## config.mk

```make
export PLATFORM = sky130hd
export DESIGN_NAME = route_table_engine
export DESIGN_NICKNAME = d
export VERILOG_FILES = /design/src/rtl/rte_pkg.sv /design/src/rtl/route_table_engine.sv /design/src/rtl/rte_mem.sv /design/src/rtl/rte_cmp.sv
export SDC_FILE = /design/constraint.sdc
export NUM_CORES = 2
export LEC_CHECK = 0
export BUFFER_PORTS_ARGS = -buffer_cell sky130_fd_sc_hd__clkbuf_2
export CORE_ASPECT_RATIO = 0.9
export CORE_MARGIN = 8
export CORE_UTILIZATION = 59
export CTS_CLUSTER_DIAMETER = 50
export CTS_CLUSTER_SIZE = 20
export DETAILED_ROUTE_END_ITERATION = 7
export HOLD_SLACK_MARGIN = 0.15
export PLACE_DENSITY = 0.76
export SLEW_MARGIN = 10
export SYNTH_ARGS = -nofsm -noshare
export SYNTH_HDL_FRONTEND = slang
export SYNTH_SLANG_ARGS = --single-unit
export TNS_END_PERCENT = 30
```

## constraint.sdc

```tcl
create_clock -name i_clk -period 18.08 [get_ports i_clk]
set_clock_uncertainty 0.2 [all_clocks]
set_input_delay 2.712 -clock i_clk [delete_from_list [all_inputs] [get_ports i_clk]]
set_output_delay 2.712 -clock i_clk [all_outputs]
set_load 0.01 [all_outputs]
```

## src/rtl/rte_pkg.sv

```systemverilog
package rte_pkg;

    // Request codes.
    localparam logic [2:0] REQ_WRITE  = 3'd0;
    localparam logic [2:0] REQ_REMOVE = 3'd1;
    localparam logic [2:0] REQ_FIND   = 3'd2;
    localparam logic [2:0] REQ_TOUCH  = 3'd3;
    localparam logic [2:0] REQ_EXPIRE = 3'd4;

    // Result status codes.
    localparam logic [2:0] ST_DONE     = 3'd0;
    localparam logic [2:0] ST_MISS     = 3'd1;
    localparam logic [2:0] ST_INSERTED = 3'd2;
    localparam logic [2:0] ST_REPLACED = 3'd3;
    localparam logic [2:0] ST_EVICTED  = 3'd4;
    localparam logic [2:0] ST_EXPIRED  = 3'd5;
    localparam logic [2:0] ST_NONE_DUE = 3'd6;

    // Configuration register indexes.
    localparam logic REG_HOLD_TIME  = 1'b0;
    localparam logic REG_EMPTY_ADDR = 1'b1;

    // Most expired entries reported by one expire request.
    localparam int MAX_RESULTS = 16;
    localparam int GONE_AW     = $clog2(MAX_RESULTS);
    localparam int GONE_CW     = $clog2(MAX_RESULTS + 1);

    // One route entry as kept in the table memory.
    typedef struct packed {
        logic [15:0] key;
        logic [15:0] next_hop;
        logic [7:0]  hop_count;
        logic [31:0] dest_seq;
        logic        seq_known;
        logic        route_ok;
        logic [31:0] expiry;
    } t_entry;

    // Flags from the shared compare unit.
    typedef struct packed {
        logic eq;
        logic lt;
        logic older;
        logic due;
    } t_cmp;

endpackage

```

## src/rtl/route_table_engine.sv

```systemverilog
// Channel   Direction  Handshake                 Word
// request   in         start, busy               i_req_type .. i_now
// result    out        o_valid (one cycle)       o_status .. o_last
// config    in         i_cfg_we                  i_cfg_idx, i_cfg_data
//
// Each request scans the filled slots once through the entry memory's
// single read port, one slot a cycle. Entries are moved where needed to
// keep the table sorted, a write or touch then stores its entry, and a
// result ends the request; an expire shows one result per reported entry.
// Reset is synchronous and active low; it empties the table at once.
// Results are shown for one cycle each and cannot be stalled.
module route_table_engine #(
    parameter int TABLE_SIZE = 16
) (
    input  logic        i_clk,
    input  logic        i_rst_n,
    input  logic        start,
    output logic        busy,
    input  logic [2:0]  i_req_type,
    input  logic [15:0] i_dest_addr,
    input  logic [15:0] i_next_hop,
    input  logic [7:0]  i_hop_count,
    input  logic [31:0] i_dest_seq,
    input  logic        i_seq_known,
    input  logic        i_route_ok,
    input  logic [31:0] i_expiry,
    input  logic [31:0] i_now,
    input  logic        i_cfg_we,
    input  logic        i_cfg_idx,
    input  logic [31:0] i_cfg_data,
    output logic        o_valid,
    output logic [2:0]  o_status,
    output logic [15:0] o_addr_out,
    output logic [15:0] o_next_hop_out,
    output logic [7:0]  o_hop_count_out,
    output logic [31:0] o_dest_seq_out,
    output logic        o_seq_known_out,
    output logic        o_route_ok_out,
    output logic [31:0] o_expiry_out,
    output logic [4:0]  o_occupancy,
    output logic        o_last
);
    import rte_pkg::*;

    localparam int AW = (TABLE_SIZE > 1) ? $clog2(TABLE_SIZE) : 1;
    localparam int CW = $clog2(TABLE_SIZE + 1);

    localparam logic [2:0] S_IDLE = 3'd0;
    localparam logic [2:0] S_SCAN = 3'd1;
    localparam logic [2:0] S_MOVE = 3'd2;
    localparam logic [2:0] S_PUT  = 3'd3;
    localparam logic [2:0] S_DONE = 3'd4;
    localparam logic [2:0] S_EMIT = 3'd5;

    logic [2:0]   r_state;
    logic [2:0]   r_op;
    logic [15:0]  r_addr;
    logic [31:0]  r_now;
    t_entry       r_new;
    logic [31:0]  r_hold;
    logic [15:0]  r_empty;
    logic [CW-1:0] r_fill;

    // Scan state.
    logic [CW-1:0] r_ptr;
    logic          r_vld;
    logic [AW-1:0] r_vidx;
    logic          r_hit;
    logic [AW-1:0] r_hidx;
    t_entry        r_match;
    logic [CW-1:0] r_lt;
    logic [AW-1:0] r_st;
    logic [31:0]   r_stexp;
    logic [15:0]   r_stkey;

    // Expire compaction and report buffer.
    logic [CW-1:0]      r_w;
    logic [GONE_CW-1:0] r_n;
    logic [GONE_CW-1:0] r_e;
    logic [15:0]        r_gone [MAX_RESULTS];

    // Shift sequencer.
    logic [AW-1:0] r_mdst;
    logic          r_mup;
    logic [CW-1:0] r_mcnt;
    logic          r_pend;
    logic [AW-1:0] r_pdst;
    logic          r_doput;
    logic [AW-1:0] r_put_addr;
    t_entry        r_put_data;

    // Pending result.
    logic [2:0] r_res_st;
    t_entry     r_res;

    // Decision taken at the end of the scan.
    logic [2:0]    n_res_st;
    t_entry        n_res;
    logic          n_doput;
    logic [2:0]    n_state;
    logic [AW-1:0] n_put_addr;
    t_entry        n_put_data;
    logic [AW-1:0] n_mdst;
    logic          n_mup;
    logic [CW-1:0] n_mcnt;
    logic [CW-1:0] n_fill;

    t_entry        w_rd;
    t_cmp          w_cmp;
    logic          w_we;
    logic [AW-1:0] w_waddr;
    t_entry        w_wdata;
    logic [AW-1:0] w_raddr;
    logic [AW-1:0] w_msrc;
    logic          w_take;
    logic          w_scan_done;
    logic          w_full;

    rte_mem #(.DEPTH(TABLE_SIZE), .AW(AW)) u_mem (
        .i_clk   (i_clk),
        .i_we    (w_we),
        .i_waddr (w_waddr),
        .i_wdata (w_wdata),
        .i_raddr (w_raddr),
        .o_rdata (w_rd)
    );

    rte_cmp u_cmp (
        .i_entry    (w_rd),
        .i_addr     (r_addr),
        .i_best_exp (r_stexp),
        .i_now      (r_now),
        .o_cmp      (w_cmp)
    );

    assign busy        = (r_state != S_IDLE);
    assign w_msrc      = r_mup ? (r_mdst - AW'(1)) : (r_mdst + AW'(1));
    assign w_take      = w_cmp.due && (r_n < GONE_CW'(MAX_RESULTS));
    assign w_scan_done = (r_ptr == r_fill) && !r_vld;
    assign w_full      = (r_fill == CW'(TABLE_SIZE));

    // Memory port selection.
    always_comb begin
        w_raddr = r_ptr[AW-1:0];
        w_we    = 1'b0;
        w_waddr = r_put_addr;
        w_wdata = r_put_data;
        unique case (r_state)
            S_SCAN: begin
                w_raddr = r_ptr[AW-1:0];
                w_waddr = r_w[AW-1:0];
                w_wdata = w_rd;
                w_we    = r_vld && (r_op == REQ_EXPIRE) && !w_take
                          && (r_w != CW'(r_vidx));
            end
            S_MOVE: begin
                w_raddr = w_msrc;
                w_waddr = r_pdst;
                w_wdata = w_rd;
                w_we    = r_pend;
            end
            S_PUT: begin
                w_we = 1'b1;
            end
            default: begin
                w_we = 1'b0;
            end
        endcase
    end

    // Configuration registers.
    always_ff @(posedge i_clk) begin
        if (!i_rst_n) begin
            r_hold  <= 32'd1000;
            r_empty <= 16'hFFFF;
        end else if (i_cfg_we) begin
            unique case (i_cfg_idx)
                REG_HOLD_TIME:  r_hold  <= i_cfg_data;
                REG_EMPTY_ADDR: r_empty <= i_cfg_data[15:0];
                default:        r_hold  <= r_hold;
            endcase
        end
    end

    // Report buffer for expired addresses.
    always_ff @(posedge i_clk) begin
        if (r_state == S_SCAN && r_vld && r_op == REQ_EXPIRE && w_take) begin
            r_gone[r_n[GONE_AW-1:0]] <= w_rd.key;
        end
    end

    // Result, table update and next state once the scan is over.
    always_comb begin
        n_res      = '0;
        n_res_st   = ST_MISS;
        n_doput    = 1'b0;
        n_state    = S_DONE;
        n_put_addr = r_put_addr;
        n_put_data = r_put_data;
        n_mdst     = r_mdst;
        n_mup      = r_mup;
        n_mcnt     = r_mcnt;
        n_fill     = r_fill;
        case (r_op)
            REQ_WRITE: begin
                n_put_data = r_new;
                n_doput    = 1'b1;
                n_state    = S_MOVE;
                if (r_hit) begin
                    n_res_st   = ST_REPLACED;
                    n_put_addr = r_hidx;
                    n_mcnt     = '0;
                end else if (!w_full) begin
                    n_res_st   = ST_INSERTED;
                    n_mdst     = r_fill[AW-1:0];
                    n_mup      = 1'b1;
                    n_mcnt     = r_fill - r_lt;
                    n_put_addr = r_lt[AW-1:0];
                    n_fill     = r_fill + CW'(1);
                end else begin
                    n_res_st  = ST_EVICTED;
                    n_res.key = r_stkey;
                    n_mdst    = r_st;
                    if (CW'(r_st) < r_lt) begin
                        n_mup      = 1'b0;
                        n_mcnt     = r_lt - CW'(1) - CW'(r_st);
                        n_put_addr = AW'(r_lt - CW'(1));
                    end else begin
                        n_mup      = 1'b1;
                        n_mcnt     = CW'(r_st) - r_lt;
                        n_put_addr = r_lt[AW-1:0];
                    end
                end
            end
            REQ_REMOVE: begin
                if (r_hit) begin
                    n_res_st = ST_DONE;
                    n_mdst   = r_hidx;
                    n_mup    = 1'b0;
                    n_mcnt   = r_fill - CW'(1) - CW'(r_hidx);
                    n_fill   = r_fill - CW'(1);
                    n_state  = S_MOVE;
                end
            end
            REQ_FIND: begin
                if (r_hit) begin
                    n_res_st = ST_DONE;
                    n_res    = r_match;
                end else begin
                    n_res.key       = r_empty;
                    n_res.next_hop  = r_empty;
                    n_res.hop_count = 8'd1;
                end
            end
            REQ_TOUCH: begin
                if (r_hit) begin
                    n_res_st          = ST_DONE;
                    n_put_addr        = r_hidx;
                    n_put_data        = r_match;
                    n_put_data.expiry = r_now + r_hold;
                    n_state           = S_PUT;
                end
            end
            REQ_EXPIRE: begin
                n_fill = r_w;
                if (r_n != '0) begin
                    n_state = S_EMIT;
                end else begin
                    n_res_st = ST_NONE_DUE;
                end
            end
            default: begin
                n_res_st = ST_MISS;
            end
        endcase
    end

    // Request sequencer.
    always_ff @(posedge i_clk) begin
        if (!i_rst_n) begin
            r_state <= S_IDLE;
            r_fill  <= '0;
            r_vld   <= 1'b0;
            r_pend  <= 1'b0;
        end else begin
            unique case (r_state)
                S_IDLE: begin
                    if (start) begin
                        r_op     <= i_req_type;
                        r_addr   <= i_dest_addr;
                        r_now    <= i_now;
                        r_new    <= '{key: i_dest_addr, next_hop: i_next_hop,
                                      hop_count: i_hop_count, dest_seq: i_dest_seq,
                                      seq_known: i_seq_known, route_ok: i_route_ok,
                                      expiry: i_expiry};
                        r_ptr    <= '0;
                        r_vld    <= 1'b0;
                        r_hit    <= 1'b0;
                        r_lt     <= '0;
                        r_w      <= '0;
                        r_n      <= '0;
                        r_e      <= '0;
                        r_state  <= S_SCAN;
                    end
                end
                S_SCAN: begin
                    // Issue the next read; inspect the word read last cycle.
                    if (r_ptr != r_fill) begin
                        r_vidx <= r_ptr[AW-1:0];
                        r_ptr  <= r_ptr + CW'(1);
                        r_vld  <= 1'b1;
                    end else begin
                        r_vld <= 1'b0;
                    end
                    if (r_vld) begin
                        if (r_op == REQ_EXPIRE) begin
                            if (w_take) begin
                                r_n <= r_n + GONE_CW'(1);
                            end else begin
                                r_w <= r_w + CW'(1);
                            end
                        end else begin
                            if (w_cmp.eq) begin
                                r_hit   <= 1'b1;
                                r_hidx  <= r_vidx;
                                r_match <= w_rd;
                            end
                            if (w_cmp.lt) begin
                                r_lt <= r_lt + CW'(1);
                            end
                            if (r_vidx == '0 || w_cmp.older) begin
                                r_st    <= r_vidx;
                                r_stexp <= w_rd.expiry;
                                r_stkey <= w_rd.key;
                            end
                        end
                    end
                    if (w_scan_done) begin
                        r_res      <= n_res;
                        r_res_st   <= n_res_st;
                        r_doput    <= n_doput;
                        r_pend     <= 1'b0;
                        r_state    <= n_state;
                        r_put_addr <= n_put_addr;
                        r_put_data <= n_put_data;
                        r_mdst     <= n_mdst;
                        r_mup      <= n_mup;
                        r_mcnt     <= n_mcnt;
                        r_fill     <= n_fill;
                    end
                end
                S_MOVE: begin
                    // Read the source slot, write it in the next cycle.
                    if (r_mcnt != '0) begin
                        r_pend <= 1'b1;
                        r_pdst <= r_mdst;
                        r_mdst <= w_msrc;
                        r_mcnt <= r_mcnt - CW'(1);
                    end else begin
                        r_pend <= 1'b0;
                        if (!r_pend) begin
                            r_state <= r_doput ? S_PUT : S_DONE;
                        end
                    end
                end
                S_PUT: begin
                    r_state <= S_DONE;
                end
                S_DONE: begin
                    r_state <= S_IDLE;
                end
                S_EMIT: begin
                    r_e <= r_e + GONE_CW'(1);
                    if (r_e + GONE_CW'(1) == r_n) begin
                        r_state <= S_IDLE;
                    end
                end
                default: begin
                    r_state <= S_IDLE;
                end
            endcase
        end
    end

    // Result word.
    always_comb begin
        o_valid         = 1'b0;
        o_status        = ST_DONE;
        o_addr_out      = '0;
        o_next_hop_out  = '0;
        o_hop_count_out = '0;
        o_dest_seq_out  = '0;
        o_seq_known_out = 1'b0;
        o_route_ok_out  = 1'b0;
        o_expiry_out    = '0;
        o_last          = 1'b0;
        o_occupancy     = 5'(r_fill);
        if (r_state == S_DONE) begin
            o_valid         = 1'b1;
            o_status        = r_res_st;
            o_addr_out      = r_res.key;
            o_next_hop_out  = r_res.next_hop;
            o_hop_count_out = r_res.hop_count;
            o_dest_seq_out  = r_res.dest_seq;
            o_seq_known_out = r_res.seq_known;
            o_route_ok_out  = r_res.route_ok;
            o_expiry_out    = r_res.expiry;
            o_last          = 1'b1;
        end else if (r_state == S_EMIT) begin
            o_valid    = 1'b1;
            o_status   = ST_EXPIRED;
            o_addr_out = r_gone[r_e[GONE_AW-1:0]];
            o_last     = (r_e + GONE_CW'(1) == r_n);
        end
    end

`ifndef SYNTH
    a_fill_bound: assert property (@(posedge i_clk) disable iff (!i_rst_n)
        r_fill <= CW'(TABLE_SIZE))
        else $error("fill count above table size");
    a_start_busy: assert property (@(posedge i_clk) disable iff (!i_rst_n)
        (start && !busy) |=> busy)
        else $error("request accepted but block not busy");
    a_valid_busy: assert property (@(posedge i_clk) disable iff (!i_rst_n)
        o_valid |-> busy)
        else $error("result shown while idle");
    a_single_last: assert property (@(posedge i_clk) disable iff (!i_rst_n)
        (o_valid && o_status != ST_EXPIRED) |-> o_last)
        else $error("single result without last mark");
    a_last_idle: assert property (@(posedge i_clk) disable iff (!i_rst_n)
        (o_valid && o_last) |=> !busy)
        else $error("block still busy after last result");
`endif

endmodule

```

## src/rtl/rte_mem.sv

```systemverilog
module rte_mem #(
    parameter int DEPTH = 16,
    parameter int AW    = 4
) (
    input  logic                i_clk,
    input  logic                i_we,
    input  logic [AW-1:0]       i_waddr,
    input  rte_pkg::t_entry     i_wdata,
    input  logic [AW-1:0]       i_raddr,
    output rte_pkg::t_entry     o_rdata
);
    import rte_pkg::*;

    t_entry r_mem [DEPTH];
    t_entry r_rdata;

    // One write port and one registered read port.
    always_ff @(posedge i_clk) begin
        if (i_we) begin
            r_mem[i_waddr] <= i_wdata;
        end
        r_rdata <= r_mem[i_raddr];
    end

    assign o_rdata = r_rdata;

endmodule

```

## src/rtl/rte_cmp.sv

```systemverilog
module rte_cmp (
    input  rte_pkg::t_entry i_entry,
    input  logic [15:0]     i_addr,
    input  logic [31:0]     i_best_exp,
    input  logic [31:0]     i_now,
    output rte_pkg::t_cmp   o_cmp
);
    import rte_pkg::*;

    // Key match and order, eviction age and expiry test on one entry.
    always_comb begin
        o_cmp.eq    = (i_entry.key == i_addr);
        o_cmp.lt    = (i_entry.key < i_addr);
        o_cmp.older = (i_entry.expiry < i_best_exp);
        o_cmp.due   = (i_entry.expiry != 32'd0) && (i_entry.expiry <= i_now);
    end

endmodule
```

# --- Yosys cells after proc, flatten, opt, wreduce, memory -nomap -nowiden ---
# Memories as Yosys holds them, arrays and structs flattened. A register that Yosys moved wholly into a read port is not among the register bits.
# Cells that the tools add are included.
# W data, S select, Z words.
totals:
  inputBits: 178
  memories: 2
  wordCells: 267
  ram_bits: 1952
  output_inout_bits: 117
  register_bits: 625
op_classes:
  muxes: 101
  n_eq_ne: 36
  n_addsub: 16
  reduce_logical: 50
  order_cmp: 5
  bitwise: 2
mem_list:
  columns: ["name", "words", "width", "read_ports", "rd_ports_with_merged_regs", "write_ports", "line_no", "rtl"]
  rows:
  - ["u_mem.r_mem", 16, 106, 1, 1, 1, "rte_mem.sv:14", "t_entry r_mem [DEPTH];"]
  - ["r_gone", 16, 16, 1, 1, 1, "route_table_engine.sv:80", "logic [15:0] r_gone [MAX_RESULTS];"]
ops:
  columns: ["operator", "n"]
  rows:
  - ["$mux W106", 2]
  - ["$pmux W106 S2", 1]
  - ["$mux W5", 20]
  - ["$mux W16", 5]
  - ["$pmux W5 S2", 7]
  - ["$mux W32", 2]
  - ["$mux W4", 11]
  - ["$reduce_and A6 Y1", 7]
  - ["$mux W40", 1]
  - ["$mux W3", 13]
  - ["$add A32 B32 Y32", 1]
  - ["$le A32 B32 Y1", 1]
  - ["$lt A32 B32 Y1", 1]
  - ["$pmux W16 S2", 1]
  - ["$pmux W4 S2", 4]
  - ["$reduce_bool A32 Y1", 1]
  - ["$add A5 B1 Y5 const B", 6]
  - ["$ne A2 B2 Y1 const B", 14]
  - ["$mux W1", 24]
  - ["$reduce_and A5 Y1", 4]
  - ["$eq A16 B16 Y1", 1]
  - ["$lt A16 B16 Y1", 1]
  - ["$pmux W3 S5", 1]
  - ["$pmux W5 S3", 1]
  - ["other kinds (38)", 80]

# --- Longest topological paths before layout ---
depth:
  ltp_word: 9
  mapped_depth: 12
  ltp_nobuf: 11

# --- By module ---
# From an unflattened synthesis, not the netlist that was laid out.
hier_totals:
  hier_cells: 5861
  hier_area_um2: 105291.0
modules_own_cells:
  columns: ["mod", "n_inst", "cells_each", "seq_area_each_um2", "area_each_um2"]
  rows:
  - ["rte_mem", 1, 2712, 53050.9, 65544.1]
  - ["route_table_engine", 1, 2857, 25954.9, 37626.1]
  - ["rte_cmp", 1, 292, 0.0, 2120.8]

# --- Worst setup path before layout ---
# No wires, ideal clock.
synth_path:
  path_kind: "in2reg"
  start: "input i_rst_n"
  end: "register r_hidx[0], enable pin"
  setup_time_ps: 580
  path_buffers: 1
  required_time_ps: 17300
  path_slack_ps: 9679
  t_arrival_ps: 7620
  cell_stages: 3
  cell_sequence: "clkbuf_1 -> nand4_1 -> nor2_1"
synth_via:
  elab_chain_cells: 1
synth_rtl:
  columns: ["element", "line_no", "rtl"]
  rows:
  - ["start: declaration", "route_table_engine.sv:16", "input logic i_rst_n,"]
  - ["$reduce_and A5 Y1 (no line)", null, null]
  - ["end signal: assignment", "route_table_engine.sv:325", "r_hidx <= r_vidx;"]
  - ["end: declaration", "route_table_engine.sv:69", "logic [AW-1:0] r_hidx;"]
# No other way between the ends.
# A chain may end at the register's enable or synchronous reset.

==> results.toml <==
[synthesis]
synth-async-reset-ratio = 0
syn-num-nets = 6184
yosysWarnings = 0
avgSynthCellArea_um2 = 18.1
syn_area_mm2 = 0.106
yosysUniqueCellTypes = 79
ys_seq_area_frac = 0.744
ys_ff_latch = 2687
synth_ff_type = "edfxtp_1"
synth-edff-count = 2519
syn_inst = 5859

[finish]
layout_common_cells = "2519 x edfxtp_1, 652 x nand2_1, 504 x mux4_2, 294 x clkbuf_2, 241 x a21oi_1"
layout_commonest_cell = "edfxtp_1"
final_core_util = 0.654
nNetsFinal = 6455
area_delta_synth_final_pct = 9.98
drive_above_1_share = 0.202

[clock_network]
clk_latency_ns = 0.85
clk_pin_slew_worst_paths_ns = 0.08
holdBufCountCts = 0
clockBufferDepth = 3
cts.sinks = 2687
post_cts_buffers = 0
cts_buffers = 188
tritoncts = "yes"
h-tree-depth = 4
root_buffer = "clkbuf_16"
ctsResizeCount = 0

[global_route]
grt_pass1_vias = 55800
antenna_found_initial = 3
grt_overflow = 0
grt_max_degree = 162
grt_pass1_wl_um = 378000
grt_use_total = 0.263

[floorplanning]
rows = 147
dieArea_mm2 = 0.194
die_w_um = 463
start_util = 0.594
ios = 295
die_h_um = 418
core_area_mm2 = 0.179

[setup_path]
cp-start-kind = "flop"
path_max_fanout = 43
worstPathArrival_ns = 3.86
cp.required_ns = 15.17
crit_type = "flop to output pin"
crit_path_end_kind = "output pin"

[pwr]
peakVddDrop_uv = 106
leakage_uw = 0.0394
p_per_area_mw_per_mm2 = 120

[sta]
setup_tns_ns = 0
setup_viol = 0
slew_violations = 0
min_period_ns = 6.78
relSlewSlack = 0.102
fmax_mhz = 148
hold_violations = 0
tightest_slew_ns = 1.35
rsz0062_at_grt = "false"
fin_crit_sh = 0.375

[placed_design]
port_buffers = 294
place_hpwl_um = 146000
gp_congestion = 0.886

[drt]
drt_wl_total_um = 259000
wl_per_cell_um = 29.9
dr.pass1.iters = 6
drt_iter0_markers = 6934
drc = 0
ant_nets = 0
via_per_inst = 6.40
via_count = 55500

[outcome]
status = "finished, final reports clean"

[flow_run]
cap_violations = 0

[worst_hold_path]
hold_path.class = "flop to flop"
## power by group
group | switching [µW] | internal [µW]
Combinational | 1220 | 734
Sequential | 229 | 7340
Clock | 2220 | 2300
Total | 3670 | 10400
## worst paths after layout
| check | startpoint | endpoint | slack [ns] | cells past startpoint |
|---|---|---|---|---|
| hold / removal | u_mem.o_rdata[69] | r_match[69] | 0.20 | 0 |
| setup reg to reg | r_state[0] | u_mem.r_mem[7][72] | 11.37 | 9 |
| setup / recovery | flop | o_addr_out[7] | 11.30 | 6 |
| hold reg to reg | u_mem.o_rdata[69] | r_match[69] | 0.20 | 0 |
## critical path: stages, from the launching register on
cell and delay [ns]:
dfxtp_4 0.64, buf_4 0.75, mux4_2 0.61, mux4_2 0.48, inv_1 0.06, o21ai_0 0.18
clkbuf_2 0.23
## per-layer routing
layer | global-route usage | part of all wire | vias up
met3 | 0.0486 | 0.092 | 476
met4 | 0.109 | 0.047 | 0
met5 | 0 | 0 | -
met1 | 0.363 | 0.38 | 28600
li1 | - | - | 23400
met2 | 0.421 | 0.48 | 3046
## area by class of cell
class                           instances  area, µm²
Timing Repair Buffer                  367       2240
Clock inverter                        117       1510
Inverter                              144        551
Fill cell                           11700      61900
Sequential cell                      2687      79000
Clock buffer                          233       5030
Antenna cell                            4       10.0
Multi-Input combinational cell       2742      25400
Tap cell                             2384       2980
## sequential cells by signal, summed over array words and instances, names as in the netlist, 32 cells and up, named ones only
register and count:
r_res 106, u_mem.r_mem 1696, r_hold 32, r_put_data 106, r_gone 256, r_new 106
r_stexp 32, u_mem.o_rdata 106, r_match 106, r_now 32
## cell families (layout without fill, tap and decap cells)
family          after synthesis  count (layout)  synth area share
compound gates              638             638            0.0369
xor+xnor                     83              83           0.00685
fa+ha+maj                   147             147            0.0178
buf+inv                     430             861            0.0192
flops                      2687            2687             0.744
mux                         647             647             0.121
other cells                   0               4                 0
simple gates               1227            1227            0.0541
## stage by stage
stage | std cells | hold WS [ns] | area (µm²) | power [µW] | setup slack [ns]
final | 8678 | 0.203 | 117000 | 14000 | 11.30
after global routing | 8674 | 0.222 | 117000 | 14500 | 11.08
after CTS | 8674 | 0.206 | 117000 | 14100 | 11.18
after detailed placement | 8324 | 0.213 | 110000 | 9630 | 11.44
after global placement | 8323 | 0.212 | 110000 | 9570 | 11.66
after floorplan | 5859 | 0.208 | 106000 | 8990 | 9.68
## synthesized netlist by cell type (all sizes together), types with 3 or more instances
| cell type | number | area share |
|---|---|---|
| and2 | 188 | 0.011 |
| o211ai | 4 | 0.00033 |
| and3 | 7 | 0.00041 |
| dfxtp | 168 | 0.032 |
| a211o | 3 | 0.00025 |
| o31ai | 4 | 0.00028 |
| a311oi | 5 | 0.00058 |
| a21boi | 6 | 0.00042 |
| xnor2 | 46 | 0.0038 |
| xor2 | 37 | 0.0031 |
| fa | 6 | 0.0011 |
| clkbuf | 159 | 0.0056 |
| a221oi | 5 | 0.00041 |
| ha | 141 | 0.017 |
| a21o | 48 | 0.0034 |
| a31oi | 4 | 0.00024 |
| a2111oi | 4 | 0.00033 |
| o21bai | 3 | 0.00021 |
| mux4 | 504 | 0.11 |
| o21ai | 131 | 0.0062 |
| nor3 | 16 | 0.00075 |
| nor2b | 137 | 0.0081 |
| a22oi | 7 | 0.00050 |
| nand2b | 15 | 0.00091 |
| nand2 | 654 | 0.023 |
| or3 | 6 | 0.00037 |
| edfxtp | 2519 | 0.71 |
| nand3 | 54 | 0.0025 |
| inv | 143 | 0.0051 |
| o22ai | 3 | 0.00018 |
| nand4 | 27 | 0.0016 |
| a211oi | 117 | 0.0083 |
| mux2 | 31 | 0.0033 |
| nor3b | 3 | 0.00021 |
| mux2i | 112 | 0.011 |
| nor4 | 14 | 0.00083 |
| a21oi | 260 | 0.012 |
| o21a | 13 | 0.00092 |
| buf | 127 | 0.0085 |
| nor2 | 96 | 0.0034 |
Note: power is estimated with default switching activity, not from simulation.
